## src/sv/hplut_pkg.sv

```systemverilog
`timescale 1ns / 1ps
package hplut_pkg;

    localparam int TABLE_DEPTH = 256;
    localparam int VALUE_WIDTH = 32;
    localparam int IDX_W       = $clog2(TABLE_DEPTH);
    localparam int CNT_W       = $clog2(TABLE_DEPTH + 1);
    localparam int QUEUE_DEPTH = 2;
    localparam int QPTR_W      = $clog2(QUEUE_DEPTH);
    localparam int ADDR_W      = 3;
    localparam int DATA_W      = 32;

    localparam logic FUNC_WRITE  = 1'b0;
    localparam logic FUNC_LOOKUP = 1'b1;

    localparam logic [1:0] ST_OK         = 2'd0;
    localparam logic [1:0] ST_SAT        = 2'd1;
    localparam logic [1:0] ST_ZERO_WIDTH = 2'd2;
    localparam logic [1:0] ST_PASS       = 2'd3;

    localparam logic REG_ENTRY_COUNT = 1'b0;
    localparam logic REG_DESCENDING  = 1'b1;

    typedef struct packed {
        logic               func;
        logic [7:0]         entry_index;
        logic signed [31:0] x_value;
        logic signed [31:0] y_value;
    } t_in_item;

    typedef struct packed {
        logic signed [31:0] result_value;
        logic [7:0]         segment_index;
        logic [1:0]         status;
    } t_out_item;

    typedef struct packed {
        logic                          is_lookup;
        logic                          wr_ok;
        logic [IDX_W-1:0]              addr;
        logic signed [VALUE_WIDTH-1:0] x;
        logic signed [VALUE_WIDTH-1:0] y;
    } t_cmd;

    typedef struct packed {
        logic [CNT_W-1:0] count;
        logic             desc;
        logic             hint_load;
        logic [IDX_W-1:0] hint_val;
    } t_cfg;

endpackage

```

## src/sv/hplut_queue.sv

```systemverilog
`timescale 1ns / 1ps
module hplut_queue (
    input  logic            i_clk,
    input  logic            i_rst_n,
    input  logic            i_push,
    input  hplut_pkg::t_cmd i_cmd,
    output logic            o_full,
    output logic            o_valid,
    input  logic            i_pop,
    output hplut_pkg::t_cmd o_cmd
);
    hplut_pkg::t_cmd               r_slot [hplut_pkg::QUEUE_DEPTH];
    logic [hplut_pkg::QPTR_W-1:0]  r_wptr, r_rptr;
    logic [hplut_pkg::QPTR_W:0]    r_count;

    assign o_full  = r_count == (hplut_pkg::QPTR_W + 1)'(hplut_pkg::QUEUE_DEPTH);
    assign o_valid = r_count != '0;
    assign o_cmd   = r_slot[r_rptr];

    always_ff @(posedge i_clk) begin
        if (!i_rst_n) begin
            r_wptr  <= '0;
            r_rptr  <= '0;
            r_count <= '0;
        end else begin
            if (i_push) begin
                r_wptr <= r_wptr + 1'b1;
            end
            if (i_pop) begin
                r_rptr <= r_rptr + 1'b1;
            end
            if (i_push && !i_pop) begin
                r_count <= r_count + 1'b1;
            end else if (!i_push && i_pop) begin
                r_count <= r_count - 1'b1;
            end
        end
        if (i_push) begin
            r_slot[r_wptr] <= i_cmd;
        end
    end
endmodule

```

## config.mk

```make
export PLATFORM = sky130hd
export DESIGN_NAME = hplut_queue
export DESIGN_NICKNAME = d
export VERILOG_FILES = /design/src/sv/hplut_pkg.sv /design/src/sv/hplut_queue.sv
export SDC_FILE = /design/constraint.sdc
export NUM_CORES = 1
export LEC_CHECK = 0
export BUFFER_PORTS_ARGS = -buffer_cell sky130_fd_sc_hd__buf_2
export CORE_MARGIN = 2
export CORE_UTILIZATION = 52
export CTS_CLUSTER_DIAMETER = 60
export DETAILED_ROUTE_END_ITERATION = 10
export GPL_TIMING_DRIVEN = 0
export PLACE_DENSITY_LB_ADDON = 0.12
export REMOVE_ABC_BUFFERS = 1
export SETUP_SLACK_MARGIN = 0.2
export SLEW_MARGIN = 20
export SYNTH_ARGS = -nofsm -noshare
export SYNTH_HDL_FRONTEND = slang
export SYNTH_SLANG_ARGS = --single-unit
```

## constraint.sdc

```tcl
create_clock -name i_clk -period 5.94 [get_ports i_clk]
set_input_delay 0 -clock i_clk [delete_from_list [all_inputs] [get_ports i_clk]]
set_output_delay 0 -clock i_clk [all_outputs]
set_load 0.01 [all_outputs]
```

==> impl_metrics.json <==
{
  "run_status": "completed",
  "nets": 577,
  "regArea_sq_um": 4550,
  "cts_tree": "built",
  "start_util_pct": 53.8,
  "netlist_top_cells_area": "edfxtp_1, mux2_2, dfxtp_1, buf_6, and2_1",
  "dieWidth_um": 108,
  "gr-total-overflow": 0,
  "io_pins": 154,
  "p_sw_uw": 530,
  "drv_slew": 0,
  "cts-root-buf": "clkbuf_8",
  "met2_wirelength_um": 5830,
  "whs_ns": 0.0244,
  "ys_ff_latch": 153,
  "end_kind": "output port",
  "antenna_found_initial": 0,
  "ff2ff_path_depth": 4,
  "finalCriticalPeriod_ns": 1.99,
  "holdPathStages": 2,
  "clk_pin_slew_ns": 0.06,
  "p_comb_share_pct": 11.3,
  "slew_headroom_pct": 64.9,
  "drt_wl_total_um": 10500,
  "antenna_cells": 0,
  "cts_max_level": 4,
  "cts.sink_count": 153,
  "route.vias.total": 3128,
  "peakVddDrop_mv": 0.237,
  "clk_path_buf_depth": 2,
  "cts_made_buffers": 17,
  "rows": 37,
  "ys_seq_area_share_pct": 81.5,
  "via_per_inst": 4.86,
  "critPathLaunchType": "flop",
  "syn-cell-area_sq_um": 5580,
  "design_area_sq_um": 7870,
  "hold_class": "in -> reg",
  "cts_setup_buffers": 0,
  "switching_share_pct": 21.1,
  "dieHeight_um": 108,
  "crit_cells": 3,
  "tightest_slew_ns": 0.526,
  "avgSynthCellArea_sq_um": 22.1,
  "placed_area_sq_um": 6580,
  "power.leakage_uw": 0.00301,
  "setup_violations": 0,
  "hold_viol": 0,
  "critPathKind": "reg -> out",
  "grt_pass1_vias": 3354,
  "ys_types": 18,
  "clock_latency_ns": 0.51,
  "p_int_uw": 1990,
  "arrival_ns": 1.99,
  "finalClockSkew_ns": 0.00588,
  "crit_required_ns": 5.94,
  "dr_wl_met3_um": 661,
  "drive_gt1_share_pct": 51.9,
  "clockPowerShare_pct": 38.2,
  "wl_per_cell_um": 16.4,
  "crit_fanout": 43,
  "slowest_delay_ns": 0.64,
  "hpwl_um": 6100,
  "port_buffers": 153,
  "crit_family": "flip-flops",
  "synth_top_area_share_pct": 79.7,
  "power_density_nw_per_um2": 319,
  "multi_input_area_sq_um": 961,
  "drtIter0Drc": 103,
  "routed.top_layer": "met4",
  "grt_max_degree": 51,
  "crit_chain": "buf_16 > mux2_2 > buf_2",
  "postRouteAntennaNets": 0,
  "dpl.cell_count": 538,
  "met1_length_um": 3920,
  "synth_top_area_cell": "edfxtp_1",
  "fin_cells": 643,
  "worst-path-buf-inv": 2,
  "max_cap_violations": 0,
  "core_sq_um": 10400,
  "area_growth_pct": 41.1,
  "gp_congestion": 0.685,
  "yosys_warnings": 0,
  "drc": 0,
  "grt_util_all_layers_pct": 18.8,
  "rsz0062_at_grt": "no",
  "clock.fmax_mhz": 501,
  "syn_inst": 252,
  "finalCritPeriodShare_pct": 33.6,
  "dieArea_sq_um": 11600,
  "pwr-share-seq_pct": 50.5,
  "dr.pass1.iters": 4,
  "slowest_stage": "dfxtp_4",
  "num-fill-cells": 602,
  "grt_pass1_wl_um": 16000
}
## cell type report
type,count,share of cell area [%]
Sequential cell,153,57.8
Timing Repair Buffer,235,21.2
Multi-Input combinational cell,90,12.2
Clock buffer,17,5.26
Tap cell,136,2.16
Clock inverter,11,1.40
Inverter,1,0.0477
## cells in the mapped netlist
cell and count:
and2b_2 1, xnor2_1 1, a21boi_1 1, xor2_1 2, and2_1 4, buf_2 1, mux2_2 74, or2_2 1
buf_4 1, inv_1 1, or3_1 1, ha_1 1, dfxtp_1 5, o21ai_0 1, nor2b_1 2, edfxtp_1 148
o21a_1 1, buf_6 6
## registers in the layout, summed over array words and instances, names as in the netlist, named ones only
register	count
r_wptr	1
r_rptr	1
r_count	2
r_slot	148
## through the flow
stage	utilization [%]	setup slack (ns)	total power [uW]	setup TNS [ns]
after floorplan	-	1.81	1420	0
after global placement	62.1	-0.0533	1530	-3.67
after detailed placement	63.4	4.39	1540	0
after CTS	75.9	3.90	2530	0
after global routing	75.9	3.82	2610	0
final	75.9	3.95	2510	0
## metal layers
| layer | vias up | GRT usage (%) |
|---|---|---|
| met2 | 99 | 34.7 |
| met5 | - | 0 |
| met4 | 0 | 6.59 |
| met1 | 1534 | 19.7 |
| li1 | 1487 | - |
| met3 | 8 | 6.54 |
## power groups by stage
stage	registers (uW)	logic (uW)	clock network (uW)
after global routing	1280	306	1030
final	1270	284	961
after global placement	1310	219	0
after detailed placement	1290	244	0
after CTS	1270	286	979
after floorplan	1300	124	0
## cells in the final DEF (no fill, tap or decap)
cell type	synthesis	layout
or2_2	1	1
dlygate4sd3_1	0	77
clkinv_1	0	2
o21a_1	1	1
inv_1	1	1
clkbuf_8	0	1
and2b_2	1	1
bufinv_16	0	2
and2_4	0	1
mux2_2	74	74
edfxtp_1	148	148
clkbuf_16	0	16
xnor2_1	1	1
ha_1	1	1
clkinvlp_4	0	3
or3_1	1	1
dfxtp_4	0	1
buf_2	1	153
xor2_1	2	2
and2_1	4	3
buf_12	0	1
nor2b_4	0	1
a21boi_1	1	1
nor2b_1	2	1
clkinv_2	0	4
o21ai_0	1	1
buf_16	0	4
dfxtp_1	5	4
## cells by family after synthesis
| family | Yosys count | synth area share [%] |
|---|---|---|
| adder cells (fa/ha/maj) | 1 | 0.224 |
| AO/OA/AOI/OAI | 3 | 0.359 |
| buffers and inverters | 9 | 1.50 |
| AND/OR/NAND/NOR | 9 | 1.05 |
| flip-flops | 153 | 81.5 |
| XOR/XNOR | 3 | 0.471 |
| multiplexers | 74 | 14.9 |
## worst paths after layout
kind	startpoint	to	slack (ns)
hold reg to reg	r_count[1]	r_count[1]	0.54
hold / removal	i_push	r_slot[0][32]	0.02
setup / recovery	flop	o_cmd[60]	3.95
setup reg to reg	r_wptr	r_wptr	4.15
## repair_timing
action	CTS	global route
resized for setup	0	0
setup endpoints to repair	0	0
endpoints found under the hold margin	153	0
hold buffers	77	0
No activity file was read; power rests on OpenSTA's default activity.
