`src/sv/hplut_pkg.sv`:
```
`timescale 1ns / 1ps
package hplut_pkg;

    localparam int TABLE_DEPTH = 256;
    localparam int VALUE_WIDTH = 32;
    localparam int IDX_W       = $clog2(TABLE_DEPTH);
    localparam int CNT_W       = $clog2(TABLE_DEPTH + 1);
    localparam int QUEUE_DEPTH = 2;
    localparam int QPTR_W      = $clog2(QUEUE_DEPTH);
    localparam int ADDR_W      = 3;
    localparam int DATA_W      = 32;

    localparam logic FUNC_WRITE  = 1'b0;
    localparam logic FUNC_LOOKUP = 1'b1;

    localparam logic [1:0] ST_OK         = 2'd0;
    localparam logic [1:0] ST_SAT        = 2'd1;
    localparam logic [1:0] ST_ZERO_WIDTH = 2'd2;
    localparam logic [1:0] ST_PASS       = 2'd3;

    localparam logic REG_ENTRY_COUNT = 1'b0;
    localparam logic REG_DESCENDING  = 1'b1;

    typedef struct packed {
        logic               func;
        logic [7:0]         entry_index;
        logic signed [31:0] x_value;
        logic signed [31:0] y_value;
    } t_in_item;

    typedef struct packed {
        logic signed [31:0] result_value;
        logic [7:0]         segment_index;
        logic [1:0]         status;
    } t_out_item;

    typedef struct packed {
        logic                          is_lookup;
        logic                          wr_ok;
        logic [IDX_W-1:0]              addr;
        logic signed [VALUE_WIDTH-1:0] x;
        logic signed [VALUE_WIDTH-1:0] y;
    } t_cmd;

    typedef struct packed {
        logic [CNT_W-1:0] count;
        logic             desc;
        logic             hint_load;
        logic [IDX_W-1:0] hint_val;
    } t_cfg;

endpackage

```
`src/sv/hplut_front.sv`:
```
`timescale 1ns / 1ps
module hplut_front (
    input  logic                i_clk,
    input  logic                i_rst_n,
    input  logic                i_in_valid,
    output logic                o_in_stall,
    input  hplut_pkg::t_in_item i_in_item,
    output logic                o_push,
    output hplut_pkg::t_cmd     o_cmd,
    input  logic                i_full
);
    logic            r_valid, n_valid;
    hplut_pkg::t_cmd r_cmd, n_cmd;
    logic            accept;

    assign o_in_stall = r_valid && i_full;
    assign accept     = i_in_valid && !o_in_stall;
    assign o_push     = r_valid && !i_full;
    assign o_cmd      = r_cmd;

    always_comb begin
        n_valid = r_valid;
        n_cmd   = r_cmd;
        if (o_push) begin
            n_valid = 1'b0;
        end
        if (accept) begin
            n_valid         = 1'b1;
            n_cmd.is_lookup = (i_in_item.func == hplut_pkg::FUNC_LOOKUP);
            n_cmd.wr_ok     = 32'(i_in_item.entry_index) < hplut_pkg::TABLE_DEPTH;
            n_cmd.addr      = hplut_pkg::IDX_W'(i_in_item.entry_index);
            n_cmd.x         = hplut_pkg::VALUE_WIDTH'(i_in_item.x_value);
            n_cmd.y         = hplut_pkg::VALUE_WIDTH'(i_in_item.y_value);
        end
    end

    always_ff @(posedge i_clk) begin
        if (!i_rst_n) begin
            r_valid <= 1'b0;
        end else begin
            r_valid <= n_valid;
        end
        r_cmd <= n_cmd;
    end
endmodule

```
`config.mk`:
```
export PLATFORM = sky130hd
export DESIGN_NAME = hplut_front
export DESIGN_NICKNAME = d
export VERILOG_FILES = /design/src/sv/hplut_pkg.sv /design/src/sv/hplut_front.sv
export SDC_FILE = /design/constraint.sdc
export NUM_CORES = 1
export LEC_CHECK = 0
export BUFFER_PORTS_ARGS = -buffer_cell sky130_fd_sc_hd__buf_2
export CAP_MARGIN = 25
export CORE_MARGIN = 10
export CORE_UTILIZATION = 25
export CTS_CLUSTER_DIAMETER = 120
export DETAILED_ROUTE_END_ITERATION = 8
export HOLD_SLACK_MARGIN = 0.02
export PLACE_DENSITY = 0.57
export SLEW_MARGIN = 0
export SYNTH_ARGS = -nofsm -noshare
export SYNTH_HDL_FRONTEND = slang
export SYNTH_SLANG_ARGS = --single-unit
```
`constraint.sdc`:
```
create_clock -name i_clk -period 7.35 [get_ports i_clk]
set_input_delay 1.8375 -clock i_clk [delete_from_list [all_inputs] [get_ports i_clk]]
set_output_delay 1.8375 -clock i_clk [all_outputs]
set_load 0.01 [all_outputs]
```
==> metrics.md, run 1 <==
| Metric | Value |
|---|---|
| F_max | 245 MHz |
| CTS buffer count | 9 |
| Core box area | 8760 um2 |
| Slew Limit Fails | 0 |
| Layout cell share with drive strength beyond 1 | 67.9% |
| Congestion Overflow GR | 0 |
| CTS tree | built |
| Setup TNS | 0 ns |
| Total number of vias | 1,399 |
| Critical path required time | 5.51 ns |
| Period minus WS final | 4.08 ns |
| IR drop worst, VDD | 0.103 mV |
| Power per standard cell area | 267 nW/um2 |
| Skew final | 0.00616 ns |
| Hold path start | r_valid |
| Dominant delay contributor by cell family on the critical path | buffers and inverters |
| Synthesized area per cell | 28.2 um2 |
| Cts repair resizes | 0 |
| Startpoint types | input port |
| Width of the die | 115 um |
| Net Count, Synth | 157 |
| DR WL/cell | 17.6 um |
| Initial antenna violation count | 2 |
| Tot GR Track Use | 9.17% |
| CTS sink cnt | 74 |
| Unrepaired setup endpoints after global routing | false |
| RePlAce Congestion | 0.668 |
| Worst Tran Pin Value | 0.929 ns |
| Synth Warn # | 0 |
| CP endpoint kind | output pin |
| Post-Syn Instances | 80 |
| CTS max path bufs | 2 |
| Clk slew on worst S/H paths | 0.07 ns |
| CP startpoint | i_full |
| Detail Route Antenna Nets | 0 |
| Leakage power | 1.44 nW |
| R2R Path Start | r_valid |
| Hold Fails Final Rpt | 0 |
| Port bufs | 151 |
| Largest net degree at the start of global routing | 74 |
| Critical path arrival | 2.24 ns |
| Final setup viols | 0 |
| CTS Hold Buffers Added | 0 |
| Critical path class | in2out |
| H-tree depth | 3 |
| Die H | 115 um |
| Period utilization | 55.5% |
| Ports | 153 |
| Critical-path top delay cell | and2_4 |
| Sequential-to-total area share from yosys stat | 98.2% |
| Buf+Inv Stages, Crit Path | 2 |
| Row count | 34 |
| Mapped cell area | 2250 um2 |
| Pre-CTS WS | 3.27 ns |
| First-pass GRT wire length | 9.20 mm |
| Detailed placer's ending HPWL | 4.99 mm |
| Relative slew slack | 38.1% |
| Final net count | 319 |
| Fin worst setup slack | 3.27 ns |
| Slowest stage delay, CP | 0.16 ns |
| HP Class | reg2reg |
| Max_cap viols | 0 |
| Root buffer cell | clkbuf_8 |
| First drt pass iteration count | 4 |
| Vias in the first global route | 1,595 |
| 1st-iter DRT viols | 39 |
| Chain of cells forming the critical path | buf_2, and2_4, buf_2 |
| Most used cell, CP | buf_2 |
| Worst-path fanout max | 3 |
| Initial cell density of the core | 25.7% |
| Vias per std cell | 3.93 |
| Post-Route Utilization | 38.4% |
| Number of remaining DRC errors | 0 |
| Routed WL | 6.28 mm |
| Clk_lat worst skew | 0.33 ns |
| Status | complete, no violations |
| Post-CTS Setup Inserts | 0 |
| P&R area growth vs syn | 49.3% |
| Synth unique cells | 8 |
| Die area | 13,200 um2 |
| Yosys reg bits | 74 |
-- cell type report --
type | count | area (um2)
tap | 108 | 135
clock buffer | 9 | 124
timing repair buffer | 152 | 763
sequential | 74 | 2210
antenna | 2 | 5.00
clock inverter | 6 | 82.6
fill | 837 | 5400
multi-input combinational | 5 | 41.3
-- placed cells by master, fill, tap and decap left out, drive strengths merged --
cell and n:
and2b 1, o21a 1, edfxtp 73, nor2b 1, clkinv 2, and2 1, dfxtp 1, bufinv 2
buf 152, diode 2, conb 1, clkinvlp 2, clkbuf 9
-- layer usage --
layer,part of all wire (%),track usage (%),routed length [um]
met1,37,9.55,2360
met2,46,13.7,2910
met3,15,6.67,936
met4,1.3,4.21,82
met5,0,0,0
-- logic make-up after synthesis --
kind of cell	after synthesis	share of synthesized area (%)
AOI/OAI and AO/OA	1	0.333
buffers and inverters	1	0.333
other	1	0.166
DFF	74	98.2
and+or+nand+nor	3	1.00
-- flip-flops by register name (all words and copies together) (netlist names) --
| name | count |
|---|---|
| o_cmd | 73 |
| r_valid | 1 |
-- final timing paths --
check / to / slack, ns / cells after the start
max: o_in_stall / 3.27 / 3
min: r_valid / 0.63 / 2
max reg2reg: o_cmd[27] / 5.65 / 3
min reg2reg: r_valid / 0.63 / 2
-- power by group --
part	internal [mW]	leakage, nW	switching, mW
Clock	0.187	0.0964	0.142
Sequential	0.493	0.715	0.00559
Combinational	0.0306	0.625	0.0391
-- through the flow --
step	hold slack (ns)	instance area, um2	std cells	total power, mW
finish	0.627	3360	356	0.898
CTS	0.630	3360	354	0.916
global placement	0.594	3150	339	0.578
floorplan	0.578	2250	80	0.533
detailed placement	0.612	3150	339	0.581
global route	0.668	3360	354	0.938
-- cell usage after synthesis --
master / number / area [um2]
dfxtp_1: 1 / 20.0
and2_4: 1 / 8.76
nor2b_1: 1 / 6.26
conb_1: 1 / 3.75
and2b_1: 1 / 7.51
buf_4: 1 / 7.51
o21a_1: 1 / 7.51
edfxtp_1: 73 / 2190
-- worst reg2reg max path: stages (launching register included) --
cell and delay, ns:
dfxtp_1 0.32, and2_4 0.15, nor2b_4 0.09, buf_4 0.68
No activity file was read; power rests on OpenSTA's default activity.
==> run 2: changes to the inputs <==
Settings changed: ABC_AREA set to 1.
Clock period 7.35 ns to 3.9 ns, I/O delays scaled along.
==> run 2 against run 1 <==
  * Flip-flop and latch count is the same
  * Worst setup slack lost 1.7 ns
  * Routed wire length shrank 0.72%
  * Clock skew shrank 0.0013 ns
  * Register-to-register slack lost 3.1 ns
  * Die area grew 0.28%
  * Area after synthesis grew 0.33%
  * Sequential power grew 88%
  * Cell area shrank 1.3%
  * Synthesized cell count grew 5.0%
  * Utilization shrank 0.49 points
  * Critical endpoint unchanged
  * Largest cell class unchanged
==> metrics.md, run 2 <==
| Metric | Value |
|---|---|
| Detail Route Antenna Nets | 0 (unchanged) |
| Fin worst setup slack | 1.57 ns (was 3.27 ns) |
| # fillers | 867 (was 837) |
| Synth unique cells | 9 (was 8) |
| Critical path arrival | 1.35 ns (was 2.24 ns) |
| Status | complete, no violations (unchanged) |
| Pre-CTS WS | 1.57 ns (was 3.27 ns) |
| Synth Flop Type | edfxtp_1 (unchanged) |
| Tot GR Track Use | 9.13% (was 9.17%) |
| Vias per std cell | 3.94 (was 3.93) |
| Worst-path fanout max | 2 (was 3) |
| Top post-synthesis cells by count | edfxtp_1, inv_1, nor2_1 |
| Post-Syn Instances | 84 (was 80) |
| Post-CTS Setup Inserts | 0 (unchanged) |
| Synth top area share | 97.0% (was 97.3%) |
| CTS Hold Buffers Added | 0 (unchanged) |
| CTS tree | built (unchanged) |
| Relative slew slack | 66.6% (was 38.1%) |
| Detailed placer's ending HPWL | 5.12 mm (was 4.99 mm) |
| Worst Tran Pin Value | 0.501 ns (was 0.929 ns) |
| Setup TNS | 0 ns (unchanged) |
| Synthesized area per cell | 26.9 um2 (was 28.2 um2) |
| R2R Path Start | r_valid (unchanged) |
| RePlAce Congestion | 0.683 (was 0.668) |
| Congestion Overflow GR | 0 (unchanged) |
| Max reg flops | 73 (unchanged) |
| Clk slew on worst S/H paths | 0.07 ns (about the same) |
| Commonest non-fill, non-tap cell in the layout | buf_2 (unchanged) |
| Die H | 115 um (about the same) |
| Power per standard cell area | 466 nW/um2 (was 267 nW/um2) |
| Reg2Reg Depth | 4 (was 3) |
| CP Capture Point | o_in_stall (unchanged) |
| Initial cell density of the core | 25.8% (was 25.7%) |
| Root buffer cell | clkbuf_8 (unchanged) |
| CTS max path bufs | 2 (unchanged) |
| Mapped cell area | 2260 um2 (was 2250 um2) |
| Ports | 153 (unchanged) |
| Slew Limit Fails | 0 (unchanged) |
| Post-synth EDFFs | 73 (unchanged) |
| Unrepaired setup endpoints after global routing | false (unchanged) |
| CP startpoint | i_full (unchanged) |
| Final net count | 324 (was 319) |
| Startpoint types | input port (unchanged) |
| Synth area leader | edfxtp_1 (unchanged) |
| First-pass GRT wire length | 9.14 mm (was 9.20 mm) |
| Max_cap viols | 0 (unchanged) |
| Hold path start | r_valid (unchanged) |
| Cts repair resizes | 0 (unchanged) |
| Synth area leaders | edfxtp_1, dfxtp_1, inv_1 (was edfxtp_1, dfxtp_1, and2_4) |
| F_max | 430 MHz |
| Cell with the most instances after synthesis | edfxtp_1 (unchanged) |
| Synth Warn # | 0 (unchanged) |
| DR WL/cell | 17.3 um (was 17.6 um) |
| Hold Fails Final Rpt | 0 (unchanged) |
| CP endpoint kind | output pin (unchanged) |
| Routed WL | 6.24 mm (was 6.28 mm) |
| Die area | 13,200 um2 (about the same) |
| Post-synthesis async set-or-reset flop share | 0% (unchanged) |
| CTS buffer count | 9 (unchanged) |
| Leakage power | 1.43 nW (was 1.44 nW) |
| Yosys reg bits | 74 (unchanged) |
| R2R Path End | o_cmd[35] (was o_cmd[27]) |
| Critical path required time | 2.92 ns (was 5.51 ns) |
| Net Count, Synth | 161 (was 157) |
| Initial antenna violation count | 1 (was 2) |
| Core box area | 8760 um2 (unchanged) |
| Port bufs | 151 (unchanged) |
| IR drop worst, VDD | 0.155 mV (was 0.103 mV) |
| R2R Setup Slk | 2.53 ns (was 5.65 ns) |
| Skew final | 0.00481 ns (was 0.00616 ns) |
| HP Class | reg2reg (unchanged) |
| Largest net degree at the start of global routing | 41 (was 74) |
| Width of the die | 115 um (about the same) |
| Critical path class | in2out (unchanged) |
| 1st-iter DRT viols | 42 (was 39) |
| Number of remaining DRC errors | 0 (unchanged) |
| Most frequent cells in the layout | buf_2, edfxtp_1, clkbuf_8 (unchanged) |
| # diodes | 0 (was 2) |
| CTS sink cnt | 74 (unchanged) |
| Sequential-to-total area share from yosys stat | 97.8% (was 98.2%) |
| Total number of vias | 1,420 (was 1,399) |
| H-tree depth | 3 (unchanged) |
| P&R area growth vs syn | 46.9% (was 49.3%) |
| First drt pass iteration count | 4 (unchanged) |
| Vias in the first global route | 1,624 (was 1,595) |
| Final setup viols | 0 (unchanged) |
| Layout cell share with drive strength beyond 1 | 67.1% (was 67.9%) |
| Period minus WS final | 2.33 ns |
| Period utilization | 59.7% |
| Row count | 34 (unchanged) |
| Clk_lat worst skew | 0.33 ns (about the same) |
==> run 2: layer usage <==
layer	vias up	part of all wire, %	routed length, um	global-route usage, %
met5	-	0.22	14	0
met4	2	1.5	95	4.21
met3	12	14	843	5.63
met2	98	47	2910	14.0
met1	657	38	2380	9.87
li1	651	-	-	-
==> run 2: worst min path at each step <==
stage,to,slack [ns],cells past startpoint
CTS,r_valid,0.50,2
detailed placement,r_valid,0.48,2
global placement,r_valid,0.47,2
global route,r_valid,0.51,2
floorplan,r_valid,0.46,2
finish,r_valid,0.49,2
==> run 2: worst max-delay path, stage by stage <==
cell     delay (ns)
buf_2          0.11
nand2_2        0.08
inv_2          0.05
buf_2          0.14
==> run 2: stage by stage <==
| stage | utilization (%) | hold slack [ns] | instances | power, mW | instance area, um2 |
|---|---|---|---|---|---|
| 2_1_floorplan | - | 0.457 | 84 | 1.00 | 2260 |
| 3_3_place_gp | 36.1 | 0.471 | 344 | 1.09 | 3170 |
| 3_5_place_dp | 36.1 | 0.482 | 344 | 1.10 | 3170 |
| 4_1_cts | 37.9 | 0.495 | 360 | 1.58 | 3320 |
| 5_1_grt | 37.9 | 0.505 | 360 | 1.63 | 3320 |
| 6_report | 37.9 | 0.494 | 360 | 1.55 | 3320 |
==> run 2: power breakdown <==
part | switching [mW] | internal (mW) | leakage [nW] | total [mW]
Clock | 0.249 | 0.226 | 0.0816 | 0.475
Sequential | 0.0104 | 0.929 | 0.715 | 0.940
Combinational | 0.0756 | 0.0580 | 0.639 | 0.134
==> run 2: layout make-up <==
cell class,count,area (um2),share of cell area [%]
tap,108,135,4.07
sequential,74,2210,66.6
inverter,4,15.0,0.452
clock buffer,12,135,4.07
multi-input combinational,5,33.8,1.02
timing repair buffer,153,771,23.2
clock inverter,4,18.8,0.565
==> run 2: kinds of logic after synthesis <==
| group | count (synthesis) | share of synthesized area (%) |
|---|---|---|
| flops | 74 | 97.8 |
| buf+inv | 5 | 0.996 |
| other cells | 1 | 0.166 |
| compound gates | 1 | 0.387 |
| simple gates | 3 | 0.609 |
